[src/sv/skjw_pkg.sv]
package skjw_pkg;

	localparam int WORD_W = 32;

	// request codes
	localparam logic [1:0] REQ_LOAD_IB   = 2'd0;
	localparam logic [1:0] REQ_LOAD_ROOT = 2'd1;
	localparam logic [1:0] REQ_PROCESS   = 2'd2;
	localparam logic [1:0] REQ_NONE      = 2'd3;

	typedef struct packed {
		logic [1:0]               req_type;
		logic [7:0]               joint_index;
		logic [7:0]               parent_index;
		logic [1:0]               row_index;
		logic signed [WORD_W-1:0] word_a;
		logic signed [WORD_W-1:0] word_b;
		logic signed [WORD_W-1:0] word_c;
		logic signed [WORD_W-1:0] word_d;
		logic signed [WORD_W-1:0] trans_x;
		logic signed [WORD_W-1:0] trans_y;
		logic signed [WORD_W-1:0] trans_z;
	} in_t;

	typedef struct packed {
		logic [7:0]               out_joint;
		logic [1:0]               out_row;
		logic signed [WORD_W-1:0] out_a;
		logic signed [WORD_W-1:0] out_b;
		logic signed [WORD_W-1:0] out_c;
		logic signed [WORD_W-1:0] out_d;
		logic                     last_row;
		logic                     order_error;
	} out_t;

	// one matrix row, element e at [e]
	typedef logic [3:0][WORD_W-1:0] row_t;

	typedef enum logic [2:0] {
		ST_IDLE,
		ST_LOCAL,
		ST_BUILD,
		ST_FETCH,
		ST_MUL1,
		ST_STORE,
		ST_MUL2,
		ST_EMIT
	} state_t;

	// tag that follows a product through the multiplier
	typedef struct packed {
		logic       valid;
		logic [5:0] idx;
	} mac_tag_t;

endpackage

[src/sv/skjw_mac.sv]
module skjw_mac #(
	parameter int FRAC_BITS = 16
) (
	input  logic                                clk,
	input  logic                                arst_n,
	input  skjw_pkg::mac_tag_t                  tag_in,
	input  logic signed [skjw_pkg::WORD_W-1:0]  op_a,
	input  logic signed [skjw_pkg::WORD_W-1:0]  op_b,
	output skjw_pkg::mac_tag_t                  tag_out,
	output logic signed [64-FRAC_BITS-1:0]      res
);

	localparam logic signed [63:0] HALF = 64'sd1 <<< (FRAC_BITS - 1);

	skjw_pkg::mac_tag_t tag_s1, tag_s2;
	logic signed [63:0] prod_s1;
	logic signed [63:0] rnd;
	logic signed [64-FRAC_BITS-1:0] res_s2;

	// exact product, then round half up with floor shift
	assign rnd = (prod_s1 + HALF) >>> FRAC_BITS;

	always_ff @(posedge clk or negedge arst_n) begin
		if (!arst_n) begin
			tag_s1 <= '0;
			tag_s2 <= '0;
		end else begin
			tag_s1 <= tag_in;
			tag_s2 <= tag_s1;
		end
	end

	always_ff @(posedge clk) begin
		prod_s1 <= 64'(op_a) * 64'(op_b);
		res_s2  <= rnd[64-FRAC_BITS-1:0];
	end

	assign tag_out = tag_s2;
	assign res     = res_s2;

endmodule

[config.mk]
export PLATFORM = sky130hd
export DESIGN_NAME = skjw_mac
export DESIGN_NICKNAME = d
export VERILOG_FILES = /design/src/sv/skjw_pkg.sv /design/src/sv/skjw_mac.sv
export SDC_FILE = /design/constraint.sdc
export NUM_CORES = 2
export LEC_CHECK = 0
export BUFFER_PORTS_ARGS = -buffer_cell sky130_fd_sc_hd__buf_2
export CAP_MARGIN = 15
export CORE_UTILIZATION = 56
export DETAILED_ROUTE_END_ITERATION = 10
export PLACE_DENSITY = 0.77
export SETUP_SLACK_MARGIN = 0.15
export SYNTH_ARGS = -nofsm -noshare
export SYNTH_HDL_FRONTEND = slang
export SYNTH_SLANG_ARGS = --single-unit
[constraint.sdc]
create_clock -name clk -period 7.5 [get_ports clk]
set_clock_uncertainty 0.2 [all_clocks]
set_input_delay 0.375 -clock clk [delete_from_list [all_inputs] [get_ports clk]]
set_output_delay 0.375 -clock clk [all_outputs]
set_load 0.05 [all_outputs]
==> flow_summary_export.csv <==
group,metric,value,unit
floorplanning,num_rows,95,
detailed_routing,ant_nets,0,
floorplanning,initial_core_util,57.1,%
global_routing,grt_pass1_wl,161000,µm
critical_path,reg2reg_depth,7,
logic_synthesis,synthArstFlopShare,12.6,%
critical_path,crit_arrival,7340,ps
detailed_routing,dr.pass1.iters,5,
clocking,clockBufferDepth,2,
critical_path,path_max_fanout,9,
final_layout,multi_input_area,32100,µm²
logic_synthesis,ys_warn_count,0,
placement,gp_congestion,0.937,
clocking,clock_latency,340,ps
critical_path,path_class,"in2reg",
logic_synthesis,synthFlopType,"dfxtp_1",
detailed_routing,viasPerCell,5.39,
clocking,h-tree-depth,3,
critical_path,cp-end-kind,"flip-flop",
final_layout,syn_to_final_growth,12.3,%
final_layout,drive_above_1_share,12.6,%
clocking,cts_root_buf,"clkbuf_16",
timing,rsz0062_at_grt,"yes",
final_layout,regArea,2290,µm²
worst_hold_path,min_path_cells,0,
timing,fin_crit,7270,ps
floorplanning,die-area,70000,µm²
logic_synthesis,synth.top_cell.area_share,56.1,%
logic_synthesis,ys_seq_area_share,5.94,%
floorplanning,fp.dieH,265,µm
clocking,clock-sinks,111,
worst_hold_path,hp-class,"reg2reg",
logic_synthesis,yosysMostFrequentCell,"fa_1",
floorplanning,die-width,265,µm
logic_synthesis,synth_cell_types,47,
detailed_routing,drc,0,
critical_path,worstSetupStartpointType,"input pin",
logic_synthesis,synth_seq_cells,111,
placement,place_ws,-275,ps
logic_synthesis,synth_area_leaders,"fa_1 56%, inv_1 9.6%, and2_1 8.4%",
logic_synthesis,synth_edf_count,0,
critical_path,worstPathRequired,7570,ps
clocking,clkSlewWorstSetupHoldPaths,70,ps
placement,io_buffer_count,127,
global_routing,grt_pass1_vias,31700,
final_layout,fillers,5314,
global_routing,grtUsageTotal,29.6,%
detailed_routing,wire_per_inst,19.2,µm
run,cap_viol_max_count,0,
detailed_routing,wirelength,99300,µm
logic_synthesis,syn_area,38600,µm²
timing,hold_viol_final,0,
logic_synthesis,synth_common_cells,"1081 x fa_1, 990 x inv_1, 520 x nand2_1, 518 x and2_1, 193 x clkbuf_1",
timing,clock.fmax,0.138,GHz
logic_synthesis,syn_area_per_cell,9.63,µm²
logic_synthesis,synthCells,4006,
placement,hpwlAfterDp,84700,µm
clocking,tritoncts,"built",
timing,fin_ws,229,ps
timing,tightestPinTransition,699,ps
outcome,outcome,"complete, no violations",
logic_synthesis,synth_largest_area_cell,"fa_1",
timing,final-max-slew-violation-count,0,
final_layout,nets,5619,
detailed_routing,num_vias,27900,
detailed_routing,drt_iter0_drc,1548,
global_routing,grt.overflow.total,0,
logic_synthesis,syn_nets,5341,
clocking,cts_made_buffers,9,
timing,period_share,96.9,%
floorplanning,pin_count,128,
global_routing,grt_max_degree,27,
timing,setup_viol,0,
timing,max_slew_margin,53.0,%
global_routing,grt_antenna_before_repair,6,
floorplanning,fp.coreArea,67600,µm²
[worst paths after layout]
kind | startpoint | end | slack (ps)
worst max-delay path | op_b[9] | prod_s1[63]$_DFF_P_ | 230
min in group asynchronous | arst_n | tag_out[4]$_DFF_PN0_ | 260
worst min-delay path | tag_s1[3]$_DFF_PN0_ | tag_out[3]$_DFF_PN0_ | 150
worst min register to register | tag_s1[3]$_DFF_PN0_ | tag_out[3]$_DFF_PN0_ | 150
worst max register to register | prod_s1[22]$_DFF_P_ | res[38]$_DFF_P_ | 4510
max in group asynchronous | arst_n | tag_out[0]$_DFF_PN0_ | 6620
[sequential cells by signal, summed over array words and instances (netlist names)]
| signal | count |
|---|---|
| tag_s1 | 7 |
| res | 48 |
| prod_s1 | 49 |
| tag_out | 7 |
[cell type report]
class	count	area share (%)
Multi-Input combinational cell	2712	74.2
Timing Repair Buffer	460	8.73
Inverter	990	8.59
Sequential cell	111	5.29
Tap cell	873	2.52
Clock buffer	9	0.520
Clock inverter	7	0.113
Antenna cell	7	0.0404
[metal layers]
layer	global-route usage, %	share of wire [%]	vias to the layer above
met5	0	0.016	-
met4	14.6	6.0	2
met3	2.69	4.8	320
met2	55.2	53	1001
met1	34.0	36	14600
li1	-	-	11900
[placed cells by master, fill, tap and decap left out, drive strengths merged, types with 5 or more instances in the layout]
master,instances
fa,1081
inv,990
nand2,520
and2,518
buf,433
ha,181
dfxtp,97
xnor2,79
nor2,60
a21oi,51
xor2,30
clkbuf,28
a21o,25
nand4,20
nand3,20
o21ai,20
dfrtp,14
nor3,12
and3,11
and4,11
o21a,9
nand2b,9
dlygate4sd3,8
diode,7
o211ai,7
o21bai,6
clkinv,6
o2111ai,5
[kinds of logic (layout without fill, tap and decap cells)]
| logic type | Yosys count | after routing | synth area share [%] |
|---|---|---|---|
| buffers and inverters | 1183 | 1466 | 11.5 |
| and+or+nand+nor | 1197 | 1197 | 15.6 |
| adders and majority gates | 1262 | 1262 | 62.0 |
| xor gates and xnor gates | 109 | 109 | 2.47 |
| AOI/OAI and AO/OA | 144 | 144 | 2.50 |
| DFF | 111 | 111 | 5.94 |
| other | 0 | 7 | 0 |
[stage by stage]
step	setup TNS (ps)	hold slack, ps	instance area, µm²	instances	utilization, %
finish	0	149	43300	5169	64.1
CTS	0	145	42400	5139	62.8
floorplan	0	-121	38600	4006	-
global placement	-1110	68.6	42100	5115	62.2
detailed placement	-2810	70.9	42100	5115	62.2
global route	0	153	43300	5167	64.0
[worst max-delay path: stages]
cell	delay (ps)
buf_6	130
buf_12	140
buf_4	150
nand2_1	120
fa_2	500
buf_4	170
fa_1	440
inv_1	90
fa_1	460
fa_2	600
clkinvlp_4	180
buf_4	180
fa_1	490
inv_1	70
fa_1	530
inv_1	50
fa_1	500
inv_1	70
fa_1	580
ha_4	220
a21oi_4	130
inv_1	60
a21o_1	190
and2_1	170
or2_4	260
o2111ai_4	210
nand3b_1	100
a32oi_1	140
[repair_timing]
item                                   4_1_cts  5_1_grt
setup buffers                                0       16
pin swaps                                    1       67
hold buffers                                 8        0
setup endpoints to repair                    5       30
gates cloned                                 0        7
gates resized for setup                      1      208
endpoints found under the hold margin       21        0
Power is left out: the tool's default activity adds up to more than one toggle a clock period on the data nets, which glitch-free logic cannot reach.
